`config.mk`:
```
export PLATFORM = sky130hd
export DESIGN_NAME = tank_refill_pump_sequencer_top_flat
export DESIGN_NICKNAME = d
export VERILOG_FILES = /design/src/hw/rtl/tfrp_pkg.sv /design/src/hw/rtl/tfrp_if.sv /design/src/hw/rtl/tfrp_cfg.sv /design/src/hw/rtl/tfrp_core.sv /design/src/hw/rtl/tank_refill_pump_sequencer_top.sv /design/src/flat_wrapper.sv
export SDC_FILE = /design/constraint.sdc
export NUM_CORES = 1
export LEC_CHECK = 0
export BUFFER_PORTS_ARGS = -buffer_cell sky130_fd_sc_hd__buf_4
export CAP_MARGIN = 20
export CORE_UTILIZATION = 65
export CTS_CLUSTER_DIAMETER = 200
export CTS_CLUSTER_SIZE = 8
export DETAILED_ROUTE_END_ITERATION = 8
export HOLD_SLACK_MARGIN = 0.03
export PLACE_DENSITY = 0.86
export SLEW_MARGIN = 20
export SYNTH_ARGS = -nofsm -noshare
export SYNTH_HDL_FRONTEND = slang
export SYNTH_SLANG_ARGS = --single-unit
```
`constraint.sdc`:
```
create_clock -name i_clk -period 15.1 [get_ports i_clk]
set_input_delay 3.775 -clock i_clk [delete_from_list [all_inputs] [get_ports i_clk]]
set_output_delay 3.775 -clock i_clk [all_outputs]
set_load 0.005 [all_outputs]
```
`src/hw/rtl/tfrp_pkg.sv`:
```
package tfrp_pkg;

    // Time base and level confirmation window.
    localparam int unsigned LEVEL_CONFIRM_MS = 500;
    localparam int unsigned UNIT_MS          = 100;

    localparam logic [31:0] LEVEL_CONFIRM_W = 32'(LEVEL_CONFIRM_MS);
    localparam logic [31:0] UNIT_MS_W       = 32'(UNIT_MS);

    // System status bit that flags an abnormal unit.
    localparam int unsigned SYS_FAULT_BIT = 7;

    localparam logic [15:0] FAIL_MAX = 16'hFFFF;

    // Configuration register indexes.
    localparam int unsigned CFG_ADDR_W = 3;
    localparam logic [CFG_ADDR_W-1:0] CFG_ENABLE         = 3'd0;
    localparam logic [CFG_ADDR_W-1:0] CFG_MANUAL_MODE    = 3'd1;
    localparam logic [CFG_ADDR_W-1:0] CFG_START_DELAY    = 3'd2;
    localparam logic [CFG_ADDR_W-1:0] CFG_MAX_RUN_TIME   = 3'd3;
    localparam logic [CFG_ADDR_W-1:0] CFG_COMPLETE_DELAY = 3'd4;
    localparam logic [CFG_ADDR_W-1:0] CFG_WARNING_DELAY  = 3'd5;
    localparam logic [CFG_ADDR_W-1:0] CFG_MAX_FAIL_COUNT = 3'd6;

    // Reset values of the delay registers, in units.
    localparam int unsigned START_DELAY_RST    = 20;
    localparam int unsigned MAX_RUN_TIME_RST   = 3000;
    localparam int unsigned COMPLETE_DELAY_RST = 50;
    localparam int unsigned WARNING_DELAY_RST  = 100;
    localparam logic [15:0] MAX_FAIL_RST       = 16'd3;

    localparam logic [31:0] START_MS_RST    = 32'(START_DELAY_RST * UNIT_MS);
    localparam logic [31:0] RUN_MS_RST      = 32'(MAX_RUN_TIME_RST * UNIT_MS);
    localparam logic [31:0] COMPLETE_MS_RST = 32'(COMPLETE_DELAY_RST * UNIT_MS);
    localparam logic [31:0] WARN2_MS_RST    = 32'(2 * WARNING_DELAY_RST * UNIT_MS);

    // Reported phase codes.
    localparam logic [2:0] PH_CODE_IDLE      = 3'd0;
    localparam logic [2:0] PH_CODE_STARTING  = 3'd1;
    localparam logic [2:0] PH_CODE_RUNNING   = 3'd2;
    localparam logic [2:0] PH_CODE_STOPPING  = 3'd3;
    localparam logic [2:0] PH_CODE_COMPLETED = 3'd4;
    localparam logic [2:0] PH_CODE_TIMEOUT   = 3'd5;
    localparam logic [2:0] PH_CODE_ERROR     = 3'd6;

    typedef enum logic [6:0] {
        PH_IDLE      = 7'b0000001,
        PH_STARTING  = 7'b0000010,
        PH_RUNNING   = 7'b0000100,
        PH_STOPPING  = 7'b0001000,
        PH_COMPLETED = 7'b0010000,
        PH_TIMEOUT   = 7'b0100000,
        PH_ERROR     = 7'b1000000
    } t_phase;

    // Configuration as seen by the sequencer, delays already scaled to ms.
    typedef struct packed {
        logic        enable;
        logic        manual_mode;
        logic [31:0] start_ms;
        logic [31:0] run_ms;
        logic [31:0] complete_ms;
        logic [31:0] warn2_ms;
        logic [15:0] max_fail;
    } t_cfg;

    typedef struct packed {
        logic [31:0] now_ms;
        logic        pump_running;
        logic        tank_full;
        logic        refill_req;
        logic        leak_alarm;
        logic [15:0] unit_status;
    } t_item;

    typedef struct packed {
        logic        pump_write;
        logic        pump_run;
        logic        fail_write;
        logic [15:0] fail_tally;
        logic [2:0]  phase_code;
    } t_result;

    function automatic logic [2:0] phase_to_code(input t_phase ph);
        logic [2:0] code;
        unique case (ph)
            PH_IDLE:      code = PH_CODE_IDLE;
            PH_STARTING:  code = PH_CODE_STARTING;
            PH_RUNNING:   code = PH_CODE_RUNNING;
            PH_STOPPING:  code = PH_CODE_STOPPING;
            PH_COMPLETED: code = PH_CODE_COMPLETED;
            PH_TIMEOUT:   code = PH_CODE_TIMEOUT;
            PH_ERROR:     code = PH_CODE_ERROR;
            default:      code = PH_CODE_IDLE;
        endcase
        return code;
    endfunction

endpackage

```
`src/hw/rtl/tfrp_if.sv`:
```
interface tfrp_in_if;
    logic        valid;
    logic        ready;
    logic [31:0] now_ms;
    logic        pump_running;
    logic        tank_full;
    logic        refill_req;
    logic        leak_alarm;
    logic [15:0] unit_status;

    modport source (
        output valid, now_ms, pump_running, tank_full, refill_req,
               leak_alarm, unit_status,
        input  ready
    );
    modport sink (
        input  valid, now_ms, pump_running, tank_full, refill_req,
               leak_alarm, unit_status,
        output ready
    );
endinterface

interface tfrp_out_if;
    logic        valid;
    logic        ready;
    logic        pump_write;
    logic        pump_run;
    logic        fail_write;
    logic [15:0] fail_tally;
    logic [2:0]  phase_code;

    modport source (
        output valid, pump_write, pump_run, fail_write, fail_tally, phase_code,
        input  ready
    );
    modport sink (
        input  valid, pump_write, pump_run, fail_write, fail_tally, phase_code,
        output ready
    );
endinterface

interface tfrp_cfg_if;
    logic        valid;
    logic        ready;
    logic [2:0]  addr;
    logic [15:0] data;

    modport source (
        output valid, addr, data,
        input  ready
    );
    modport sink (
        input  valid, addr, data,
        output ready
    );
endinterface

```
`src/hw/rtl/tfrp_cfg.sv`:
```
module tfrp_cfg (
    input  logic                               i_clk,
    input  logic                               i_rst_n,
    input  logic                               i_wr,
    input  logic [tfrp_pkg::CFG_ADDR_W-1:0]    i_addr,
    input  logic [15:0]                        i_data,
    output tfrp_pkg::t_cfg                     o_cfg
);
    import tfrp_pkg::*;

    t_cfg        r_cfg;
    logic [31:0] n_scaled;

    // Delays are scaled to milliseconds once, when they are written.
    assign n_scaled = 32'(i_data) * UNIT_MS_W;

    always_ff @(posedge i_clk) begin
        if (!i_rst_n) begin
            r_cfg.enable      <= 1'b1;
            r_cfg.manual_mode <= 1'b0;
            r_cfg.start_ms    <= START_MS_RST;
            r_cfg.run_ms      <= RUN_MS_RST;
            r_cfg.complete_ms <= COMPLETE_MS_RST;
            r_cfg.warn2_ms    <= WARN2_MS_RST;
            r_cfg.max_fail    <= MAX_FAIL_RST;
        end else if (i_wr) begin
            unique case (i_addr)
                CFG_ENABLE:         r_cfg.enable      <= i_data[0];
                CFG_MANUAL_MODE:    r_cfg.manual_mode <= i_data[0];
                CFG_START_DELAY:    r_cfg.start_ms    <= n_scaled;
                CFG_MAX_RUN_TIME:   r_cfg.run_ms      <= n_scaled;
                CFG_COMPLETE_DELAY: r_cfg.complete_ms <= n_scaled;
                CFG_WARNING_DELAY:  r_cfg.warn2_ms    <= {n_scaled[30:0], 1'b0};
                CFG_MAX_FAIL_COUNT: r_cfg.max_fail    <= i_data;
                default: begin
                end
            endcase
        end
    end

    assign o_cfg = r_cfg;

endmodule

```
`src/hw/rtl/tfrp_core.sv`:
```
module tfrp_core (
    input  logic               i_clk,
    input  logic               i_rst_n,
    input  logic               i_step,
    input  tfrp_pkg::t_item    i_item,
    input  tfrp_pkg::t_cfg     i_cfg,
    output tfrp_pkg::t_result  o_result
);
    import tfrp_pkg::*;

    t_phase      r_phase,       n_phase;
    logic [31:0] r_phase_stamp, n_phase_stamp;
    logic [31:0] r_level_stamp, n_level_stamp;
    logic        r_level_armed, n_level_armed;
    logic [15:0] r_fail_total,  n_fail_total;

    logic        active;
    logic        sys_ok;
    logic [31:0] elapsed;
    logic        level_ok;
    logic        pw;
    logic        pr;
    logic        fw;

    assign active   = i_cfg.enable && !i_cfg.manual_mode;
    assign sys_ok   = !i_item.unit_status[SYS_FAULT_BIT];
    assign elapsed  = i_item.now_ms - r_phase_stamp;
    // Level is confirmed once armed and held for the full window.
    assign level_ok = r_level_armed && ((i_item.now_ms - r_level_stamp) >= LEVEL_CONFIRM_W);

    always_comb begin
        n_phase       = r_phase;
        n_phase_stamp = r_phase_stamp;
        n_level_stamp = r_level_stamp;
        n_level_armed = r_level_armed;
        n_fail_total  = r_fail_total;
        pw            = 1'b0;
        pr            = 1'b0;
        fw            = 1'b0;
        if (active) begin
            unique case (r_phase)
                PH_STARTING: begin
                    if (elapsed >= i_cfg.start_ms) begin
                        pw            = 1'b1;
                        pr            = 1'b1;
                        n_phase       = PH_RUNNING;
                        n_phase_stamp = i_item.now_ms;
                    end
                end
                PH_RUNNING: begin
                    if (!i_item.pump_running) begin
                        // Lost pump: no command, the run start stamp is kept.
                        n_phase = PH_ERROR;
                    end else if (i_item.tank_full) begin
                        if (!r_level_armed) begin
                            n_level_stamp = i_item.now_ms;
                            n_level_armed = 1'b1;
                        end else if (level_ok) begin
                            pw            = 1'b1;
                            n_phase       = PH_COMPLETED;
                            n_phase_stamp = i_item.now_ms;
                            n_level_armed = 1'b0;
                        end
                    end else if (i_item.leak_alarm || !sys_ok) begin
                        pw            = 1'b1;
                        n_phase       = PH_ERROR;
                        n_phase_stamp = i_item.now_ms;
                    end else begin
                        if (elapsed >= i_cfg.run_ms) begin
                            pw            = 1'b1;
                            n_phase       = PH_TIMEOUT;
                            n_phase_stamp = i_item.now_ms;
                            if (r_fail_total != FAIL_MAX) begin
                                n_fail_total = r_fail_total + 16'd1;
                                fw           = 1'b1;
                            end
                        end
                        n_level_armed = 1'b0;
                    end
                end
                PH_STOPPING: begin
                    if (!i_item.pump_running) begin
                        n_phase = PH_IDLE;
                    end
                end
                PH_COMPLETED: begin
                    if (elapsed >= i_cfg.complete_ms) begin
                        if (r_fail_total != 16'd0) begin
                            n_fail_total = 16'd0;
                            fw           = 1'b1;
                        end
                        n_phase = PH_IDLE;
                    end
                end
                PH_TIMEOUT, PH_ERROR: begin
                    if (elapsed >= i_cfg.warn2_ms) begin
                        n_phase = PH_IDLE;
                    end
                end
                default: begin
                    n_phase = PH_IDLE;
                    if (i_item.refill_req && !i_item.tank_full) begin
                        if (!r_level_armed) begin
                            n_level_stamp = i_item.now_ms;
                            n_level_armed = 1'b1;
                        end else if (level_ok) begin
                            if (sys_ok && !i_item.leak_alarm
                                    && (r_fail_total < i_cfg.max_fail)) begin
                                n_phase_stamp = i_item.now_ms;
                                if (i_cfg.start_ms == 32'd0) begin
                                    pw      = 1'b1;
                                    pr      = 1'b1;
                                    n_phase = PH_RUNNING;
                                end else begin
                                    n_phase = PH_STARTING;
                                end
                            end
                            n_level_armed = 1'b0;
                        end
                    end else begin
                        n_level_armed = 1'b0;
                    end
                end
            endcase
        end
    end

    always_ff @(posedge i_clk) begin
        if (!i_rst_n) begin
            r_phase       <= PH_IDLE;
            r_phase_stamp <= 32'd0;
            r_level_stamp <= 32'd0;
            r_level_armed <= 1'b0;
            r_fail_total  <= 16'd0;
        end else if (i_step) begin
            r_phase       <= n_phase;
            r_phase_stamp <= n_phase_stamp;
            r_level_stamp <= n_level_stamp;
            r_level_armed <= n_level_armed;
            r_fail_total  <= n_fail_total;
        end
    end

    assign o_result.pump_write = pw;
    assign o_result.pump_run   = pr;
    assign o_result.fail_write = fw;
    assign o_result.fail_tally = n_fail_total;
    assign o_result.phase_code = phase_to_code(n_phase);

endmodule

```
`src/hw/rtl/tank_refill_pump_sequencer_top.sv`:
```
// Tank refill pump sequencer. Each input transaction is one control tick with
// the millisecond time and the tank sensor levels; each tick yields exactly one
// output transaction with the pump command, the failure count and the phase.
// The block takes one tick per clock cycle unless a stalled output holds off
// ticks: a tick waits in the input register, the sequencer works it out in
// combinational logic, and the result lands in the output register. The input
// register keeps accepting while a result waits, and only a stalled output with
// a full input register holds off new ticks. Configuration writes are taken in
// any cycle; delay registers are converted to milliseconds at the moment they
// are written, so a write is effective from the next tick.
module tank_refill_pump_sequencer_top (
    input  logic        i_clk,
    input  logic        i_rst_n,
    tfrp_in_if.sink     i_in,
    tfrp_out_if.source  o_out,
    tfrp_cfg_if.sink    i_cfg
);
    import tfrp_pkg::*;

    // Input stage holding one accepted tick.
    logic    r_in_valid;
    t_item   r_in;

    // Output stage holding one finished result.
    logic    r_out_valid;
    t_result r_out;

    t_cfg    cfg;
    t_result result;
    logic    fire;
    logic    cfg_wr;

    // A tick is processed when the output stage is free or being emptied.
    assign fire       = r_in_valid && (!r_out_valid || o_out.ready);
    assign i_in.ready = !r_in_valid || fire;

    // The register file never stalls a configuration transaction.
    assign i_cfg.ready = 1'b1;
    assign cfg_wr      = i_cfg.valid && i_cfg.ready;

    always_ff @(posedge i_clk) begin
        if (!i_rst_n) begin
            r_in_valid <= 1'b0;
        end else if (i_in.ready) begin
            r_in_valid <= i_in.valid;
        end
    end

    always_ff @(posedge i_clk) begin
        if (i_in.valid && i_in.ready) begin
            r_in.now_ms       <= i_in.now_ms;
            r_in.pump_running <= i_in.pump_running;
            r_in.tank_full    <= i_in.tank_full;
            r_in.refill_req   <= i_in.refill_req;
            r_in.leak_alarm   <= i_in.leak_alarm;
            r_in.unit_status  <= i_in.unit_status;
        end
    end

    tfrp_cfg u_cfg (
        .i_clk   (i_clk),
        .i_rst_n (i_rst_n),
        .i_wr    (cfg_wr),
        .i_addr  (i_cfg.addr),
        .i_data  (i_cfg.data),
        .o_cfg   (cfg)
    );

    // The sequencer state advances only on the cycle a tick moves to the output.
    tfrp_core u_core (
        .i_clk    (i_clk),
        .i_rst_n  (i_rst_n),
        .i_step   (fire),
        .i_item   (r_in),
        .i_cfg    (cfg),
        .o_result (result)
    );

    always_ff @(posedge i_clk) begin
        if (!i_rst_n) begin
            r_out_valid <= 1'b0;
        end else if (fire) begin
            r_out_valid <= 1'b1;
        end else if (o_out.ready) begin
            r_out_valid <= 1'b0;
        end
    end

    always_ff @(posedge i_clk) begin
        if (fire) begin
            r_out <= result;
        end
    end

    assign o_out.valid      = r_out_valid;
    assign o_out.pump_write = r_out.pump_write;
    assign o_out.pump_run   = r_out.pump_run;
    assign o_out.fail_write = r_out.fail_write;
    assign o_out.fail_tally = r_out.fail_tally;
    assign o_out.phase_code = r_out.phase_code;

endmodule
```
`src/flat_wrapper.sv`:
```
// flat-port wrapper written by rule: the top's interface ports become plain ports
module tank_refill_pump_sequencer_top_flat import tfrp_pkg::*;
  (i_clk, i_rst_n, i_in_valid, i_in_now_ms, i_in_pump_running, i_in_tank_full, i_in_refill_req, i_in_leak_alarm, i_in_unit_status, i_in_ready, o_out_valid, o_out_pump_write, o_out_pump_run, o_out_fail_write, o_out_fail_tally, o_out_phase_code, o_out_ready, i_cfg_valid, i_cfg_addr, i_cfg_data, i_cfg_ready);
  tfrp_in_if i_in_i ();
  tfrp_out_if o_out_i ();
  tfrp_cfg_if i_cfg_i ();
  input  logic i_clk;
  input  logic i_rst_n;
  input wire logic [$bits(i_in_i.valid)-1:0] i_in_valid;
  input wire logic [$bits(i_in_i.now_ms)-1:0] i_in_now_ms;
  input wire logic [$bits(i_in_i.pump_running)-1:0] i_in_pump_running;
  input wire logic [$bits(i_in_i.tank_full)-1:0] i_in_tank_full;
  input wire logic [$bits(i_in_i.refill_req)-1:0] i_in_refill_req;
  input wire logic [$bits(i_in_i.leak_alarm)-1:0] i_in_leak_alarm;
  input wire logic [$bits(i_in_i.unit_status)-1:0] i_in_unit_status;
  output wire logic [$bits(i_in_i.ready)-1:0] i_in_ready;
  output wire logic [$bits(o_out_i.valid)-1:0] o_out_valid;
  output wire logic [$bits(o_out_i.pump_write)-1:0] o_out_pump_write;
  output wire logic [$bits(o_out_i.pump_run)-1:0] o_out_pump_run;
  output wire logic [$bits(o_out_i.fail_write)-1:0] o_out_fail_write;
  output wire logic [$bits(o_out_i.fail_tally)-1:0] o_out_fail_tally;
  output wire logic [$bits(o_out_i.phase_code)-1:0] o_out_phase_code;
  input wire logic [$bits(o_out_i.ready)-1:0] o_out_ready;
  input wire logic [$bits(i_cfg_i.valid)-1:0] i_cfg_valid;
  input wire logic [$bits(i_cfg_i.addr)-1:0] i_cfg_addr;
  input wire logic [$bits(i_cfg_i.data)-1:0] i_cfg_data;
  output wire logic [$bits(i_cfg_i.ready)-1:0] i_cfg_ready;
  assign i_in_i.valid = i_in_valid;
  assign i_in_i.now_ms = i_in_now_ms;
  assign i_in_i.pump_running = i_in_pump_running;
  assign i_in_i.tank_full = i_in_tank_full;
  assign i_in_i.refill_req = i_in_refill_req;
  assign i_in_i.leak_alarm = i_in_leak_alarm;
  assign i_in_i.unit_status = i_in_unit_status;
  assign i_in_ready = i_in_i.ready;
  assign o_out_valid = o_out_i.valid;
  assign o_out_pump_write = o_out_i.pump_write;
  assign o_out_pump_run = o_out_i.pump_run;
  assign o_out_fail_write = o_out_i.fail_write;
  assign o_out_fail_tally = o_out_i.fail_tally;
  assign o_out_phase_code = o_out_i.phase_code;
  assign o_out_i.ready = o_out_ready;
  assign i_cfg_i.valid = i_cfg_valid;
  assign i_cfg_i.addr = i_cfg_addr;
  assign i_cfg_i.data = i_cfg_data;
  assign i_cfg_ready = i_cfg_i.ready;
  tank_refill_pump_sequencer_top u_core (.i_clk(i_clk), .i_rst_n(i_rst_n), .i_in(i_in_i), .o_out(o_out_i), .i_cfg(i_cfg_i));
endmodule
```
==> results of run 1 <==
[per-stage QoR]
step,hold slack [ps],utilization,instances,total power [mW]
finish,454.1,0.7257,2709,1.989
floorplan,436.3,-,2279,1.073
global route,465.1,0.7257,2709,2.072
CTS,453.7,0.7256,2709,1.982
detailed placement,446.7,0.6876,2652,1.208
global placement,441.8,0.6876,2652,1.189
[layout by cell type, fill, tap and decap left out, drive strengths merged, types with 49 or more instances in the layout]
cell    Yosys  routed
ha        215     215
edfxtp     59      59
o21ai      80      80
buf        20      93
nand2     331     331
clkbuf     78      55
a21oi     217     217
nor2      148     148
inv       241     242
dfxtp     192     192
nand3      49      49
[power breakdown]
part	total, mW	leakage, nW	internal [mW]	switching (mW)
combinational	0.478	5.69	0.182	0.297
clock	0.778	0.504	0.468	0.309
sequential	0.733	2.12	0.713	0.0200
total	1.99	8.31	1.36	0.626
[layout make-up]
cell class              instances  area [µm²]
repair buffers                 93       698.2
clock buffers                  55        1036
clock inverters                 2       16.27
well taps                     378       473.0
multi-input cells            1688       11360
fillers                      2188        7599
flip-flops and latches        251        5615
inverters                     242       910.9
[metal layers]
metal  vias up  share of wire  track usage
met1      8067           0.44       0.4868
met3       133          0.083      0.05061
met5         -              0            0
met2       786           0.45       0.5813
li1       8127              -            -
met4         0          0.031       0.1179
[registers in the layout (all words and copies together), names as in the netlist, 3 cells and up]
| signal | cells |
|---|---|
| u_core.u_core.r_phase_stamp | 32 |
| u_core.r_in | 37 |
| u_core.u_core.r_level_stamp | 32 |
| u_core.u_core.r_fail_total | 16 |
| u_core.o_out.phase_code | 3 |
| u_core.o_out.fail_tally | 16 |
| u_core.u_cfg.o_cfg | 102 |
| u_core.u_core.r_phase | 7 |
[worst paths after layout]
path | slack [ps] | startpoint | endpoint
setup / recovery | 6940 | o_out_ready | i_in_ready
hold / removal | 450 | u_core.u_core.r_level_stamp[20] | u_core.u_core.r_level_stamp[20]
setup reg to reg | 8340 | u_core.r_in[20] | u_core.o_out.fail_tally[10]
hold reg to reg | 450 | u_core.u_core.r_level_stamp[20] | u_core.u_core.r_level_stamp[20]
[cells by family (layout without fill, tap and decap cells)]
group,after synthesis,after routing,share of synthesized area
xor+xnor,59,59,0.02826
flops,251,251,0.3071
fa+ha+maj,228,228,0.1613
mux,46,46,0.02545
buf+inv,340,392,0.07219
other cells,1,1,0.0002051
compound gates,603,603,0.2141
simple gates,751,751,0.1914
[tightest hold or removal path, cell delays in order (launching register included)]
cell and delay, ps:
dfxtp_1 310, nand2_1 50, a21oi_1 50
==> run_results.csv, run 1 <==
group,metric,value,unit
hold_path,worstHoldPathType,"reg2reg",
place,gp_congestion,0.9630,
setup_path,cp.required,11320,ps
detailed_routing,wire_per_inst,18.91,µm
sta,tightest_slew,1141,ps
detailed_routing,wl,51230,µm
cts,clockBufferDepth,3,
setup_path,reg2reg_depth,27,
sta,tns,0,ps
cts,clk_latency,530,ps
floorplanning,die_w,169.7,µm
pwr,p_leak,8.314,nW
synth,yosys_register_bits,251,
sta,finalWorstSetupSlack,6943,ps
cts,cts_tree,"done",
cts,cts_buffers,37,
floorplanning,fp-row-count,61,
setup_path,crit_top_cell,"buf_4",
setup_path,path_class,"in2out",
setup_path,cp.arrival,4380,ps
global_routing,grt_antenna_before_repair,0,
synth,synth_edf_count,59,
hold_path,whs_path_depth,2,
cts,cts.sinks,251,
setup_path,crit_buf_inv,2,
sta,fin_crit,8157,ps
pwr,powerDensity,98.92,nW/µm²
place,pre_cts_ws,6958,ps
cells_and_area,diodes,0,
sta,finalSetupViolations,0,
synth,synth_nets,2583,
sta,finClkSkew,16.49,ps
detailed_routing,first_pass_iters,6,
synth,ys_seq_area_frac,0.3071,
synth,async_flop_share,0,
place,dp.final_hpwl,37870,µm
detailed_routing,drc,0,
floorplanning,core_area,27710,µm²
cts,cts_hold_buffers,0,
place,place_area,19050,µm²
sta,max_slew_margin,0.2396,
flow_run,max-cap-violations,0,
detailed_routing,drtIter0Drc,1701,
global_routing,overflow,0,
sta,rsz0062_at_grt,"false",
setup_path,end_kind,"output port",
sta,drv_slew,0,
synth,synthesis.area,18290,µm²
global_routing,grt_max_degree,86,
sta,layout_worst_path_cycle_share,0.5402,
cts,root_buffer,"clkbuf_16",
global_routing,track_usage,0.3575,
cts,h-tree-depth,2,
cells_and_area,area_growth,9.956,%
setup_path,crit_path_max_fanout,4,
cts,cts.clk_slew.worst_paths,60,ps
setup_path,start_kind,"primary input",
pwr,irDropWorstVdd,0.08777,mV
setup_path,path_cells,"buf_4 > nor2b_1 > nand2_1 > buf_4",
floorplanning,io_pins,101,
floorplanning,start_util,0.6600,
cts,cts_resized,0,
floorplanning,dieArea,28810,µm²
setup_path,cp.depth,4,
sta,finalHoldViolCount,0,
synth,synth_area_leaders,"dfxtp_1, ha_1, edfxtp_1",
status,status,"finished clean",
synth,synth_top_area_cell,"dfxtp_1",
synth,synth.top_cells.by_count,"nand2_1, inv_1, a21oi_1",
floorplanning,die_h,169.7,µm
detailed_routing,vias,17110,
synth,yosysMostFrequentCell,"nand2_1",
cells_and_area,final_area,20110,µm²
cells_and_area,drive_above_1_share,0.07422,
synth,ys_warn_count,0,
setup_path,max_stage_delay,240,ps
detailed_routing,vias_per_cell,6.317,
synth,synth.avg_cell_area,8.024,µm²
global_routing,grt_pass1_vias,16140,
setup_path,cpMaxStageDelayCell,"nor2b_1",
sta,fmax,122.6,MHz
synth,synth_top_area_frac,0.2102,
detailed_routing,ant_nets,0,
place,portBuffers,84,
synth,ys_types,91,
cts,cts_setup_buffers,0,
synth,synthCells,2279,
synth,synth_ff_type,"dfxtp_1",
cells_and_area,nets,2617,
global_routing,grt_pass1_wl,82470,µm
setup_path,critPathTopFamily,"simple AND/OR/NAND/NOR gates",
No activity file was read; power rests on OpenSTA's default activity.
==> inputs of run 2 (changes only) <==
- CORE_UTILIZATION: 65 -> 63
- PLACE_DENSITY: 0.86 -> 0.84
- clock period: 15.1 -> 7.9 ns (I/O delays scaled with it)
==> run_results.csv, run 2 (same netlist as run 1, synthesis figures left out) <==
group,metric,value,unit
status,status,"finished, violations left",
status,violations,"design-rule violations",
sta,max_slew_margin,0.2637,
pwr,pwr-share-comb,0.240,
setup_path,rrSetupSlack,1180,ps
global_routing,grt_max_degree,104,
pwr,p_leak,8.310,nW
place,dp.final_hpwl,37220,µm
pwr,switching_share,0.3133,
cts,root_buffer,"clkbuf_16",
global_routing,overflow,0,
place,portBuffers,84,
sta,finalHoldViolCount,0,
cells_and_area,nets,2616,
setup_path,crit_path_max_fanout,10,
pwr,p_clk_frac,0.390,
detailed_routing,vias,17070,
sta,tightest_slew,1104,ps
cells_and_area,layout_commonest_cell,"nand2_1",
setup_path,cp.depth,27,
sta,tns,0,ps
setup_path,rr_startpoint,"u_core.r_in[20]",
cells_and_area,diodes,0,
setup_path,reg2reg_depth,27,
floorplanning,fp-row-count,62,
global_routing,grt_antenna_before_repair,0,
pwr,p_int,2.605,mW
sta,drv_slew,0,
pwr,power_frac_seq,0.369,
floorplanning,die_h,172.4,µm
setup_path,start_kind,"register",
setup_path,end_kind,"register",
cts,cts.sinks,251,
flow_run,max-cap-violations,0,
setup_path,path_class,"reg2reg",
detailed_routing,wire_per_inst,18.70,µm
cts,cts_resized,0,
pwr,powerDensity,188.7,nW/µm²
hold_path,worstHoldPathType,"reg2reg",
sta,fin_crit,6721,ps
global_routing,track_usage,0.3461,
cts,clk_latency,530,ps
cells_and_area,fin_util,0.7026,
cells_and_area,layout_common_cells,"nand2_1, inv_1, a21oi_1, ha_1, dfxtp_1",
cells_and_area,area_growth,9.976,%
floorplanning,die_w,172.4,µm
sta,finClkSkew,16.08,ps
cells_and_area,largest_reg_flops,102,
sta,timing.hold.ws,452.4,ps
setup_path,cp.required,8170,ps
sta,fmax,148.8,MHz
setup_path,reg2reg_to,"u_core.o_out.fail_tally[10]",
floorplanning,io_pins,101,
sta,rsz0062_at_grt,"false",
setup_path,cp-startpoint,"u_core.r_in[20]",
pwr,p_switching,1.189,mW
detailed_routing,wl,50780,µm
floorplanning,core_area,28630,µm²
setup_path,max_stage_delay,550,ps
cts,cts_setup_buffers,0,
cts,clockBufferDepth,3,
floorplanning,dieArea,29710,µm²
setup_path,crit_top_cell,"nand2_1",
floorplanning,start_util,0.6388,
setup_path,crit_buf_inv,2,
detailed_routing,vias_per_cell,6.286,
setup_path,cp.arrival,6990,ps
cts,cts.clk_slew.worst_paths,50,ps
pwr,irDropWorstVdd,0.2041,mV
setup_path,cpMaxStageDelayCell,"or4_1",
detailed_routing,ant_nets,0,
sta,finalSetupViolations,0,
setup_path,critPathTopFamily,"simple AND/OR/NAND/NOR gates",
sta,layout_worst_path_cycle_share,0.8508,
cts,cts_buffers,37,
setup_path,timing.critical_path.to,"u_core.o_out.fail_tally[10]",
cts,cts_tree,"done",
global_routing,grt_pass1_wl,81700,µm
cts,cts_hold_buffers,0,
place,gp_congestion,0.9463,
detailed_routing,first_pass_iters,7,
cts,h-tree-depth,2,
global_routing,grt_pass1_vias,16240,
detailed_routing,drc,1,
detailed_routing,drtIter0Drc,1545,
cells_and_area,drive_above_1_share,0.07379,
run 2: cell types whose count changed in the layout (fill, tap and decap cells not counted):
cell and change:
buf_4 -1, clkbuf_1 +1
run 2: final cells by class:
cell class                 count  area (µm²)
fill                        2259        8514
clock inverter                 2       16.27
clock buffer                  56        1040
sequential                   251        5615
timing repair buffer          92       690.7
inverter                     242       910.9
multi-input combinational   1688       11360
tap                          384       480.5
run 2: how the worst min path moves through the flow:
stage	slack, ps	to	from	depth (start not counted)
6_report	450	u_core.u_core.r_level_stamp[22]	u_core.u_core.r_level_stamp[22]	2
5_1_grt	470	u_core.u_cfg.o_cfg[69]	u_core.u_cfg.o_cfg[69]	2
4_1_cts	450	u_core.u_cfg.o_cfg[61]	u_core.u_cfg.o_cfg[61]	2
3_5_place_dp	450	u_core.u_cfg.o_cfg[61]	u_core.u_cfg.o_cfg[61]	2
3_3_place_gp	440	u_core.u_cfg.o_cfg[61]	u_core.u_cfg.o_cfg[61]	2
2_1_floorplan	440	u_core.u_cfg.o_cfg[101]	u_core.u_cfg.o_cfg[101]	2
run 2: worst reg2reg max path, cell delays in order (launching register included):
cell	delay, ps
edfxtp_1	430
inv_1	130
ha_1	210
inv_1	70
fa_1	410
a21o_1	210
a221oi_2	290
o21ai_1	220
nand2_1	230
nand2_1	110
nand3_1	130
nand2_1	80
a31oi_1	260
o21ai_0	130
xor2_1	440
ha_1	200
nand3_1	130
nor2_1	140
nand2_1	100
or3_1	430
or4_1	550
nand2_1	110
or4_1	130
o41ai_1	70
and2_1	320
nor2_1	480
o21ai_0	190
a22o_1	270
run 2: power groups by stage:
stage               combinational [mW]  sequential (mW)  clock, mW
global placement                 0.855             1.42          0
global route                      1.01             1.41       1.54
floorplan                        0.641             1.41          0
CTS                              0.896             1.40       1.49
finish                           0.912             1.40       1.48
detailed placement               0.883             1.42          0
run 2: through the flow:
stage	cell area [µm²]	power [mW]	setup WS, ps	cells
finish	20110	3.794	1179	2715
global route	20110	3.954	906.7	2715
CTS	20110	3.783	1327	2715
detailed placement	19050	2.308	1416	2657
global placement	19050	2.278	1530	2657
floorplan	18290	2.051	2379	2279
run 2: routing by layer:
layer,GRT usage,part of all wire
met1,0.4645,0.45
met2,0.5700,0.45
met3,0.04349,0.072
met4,0.1227,0.030
met5,0,0
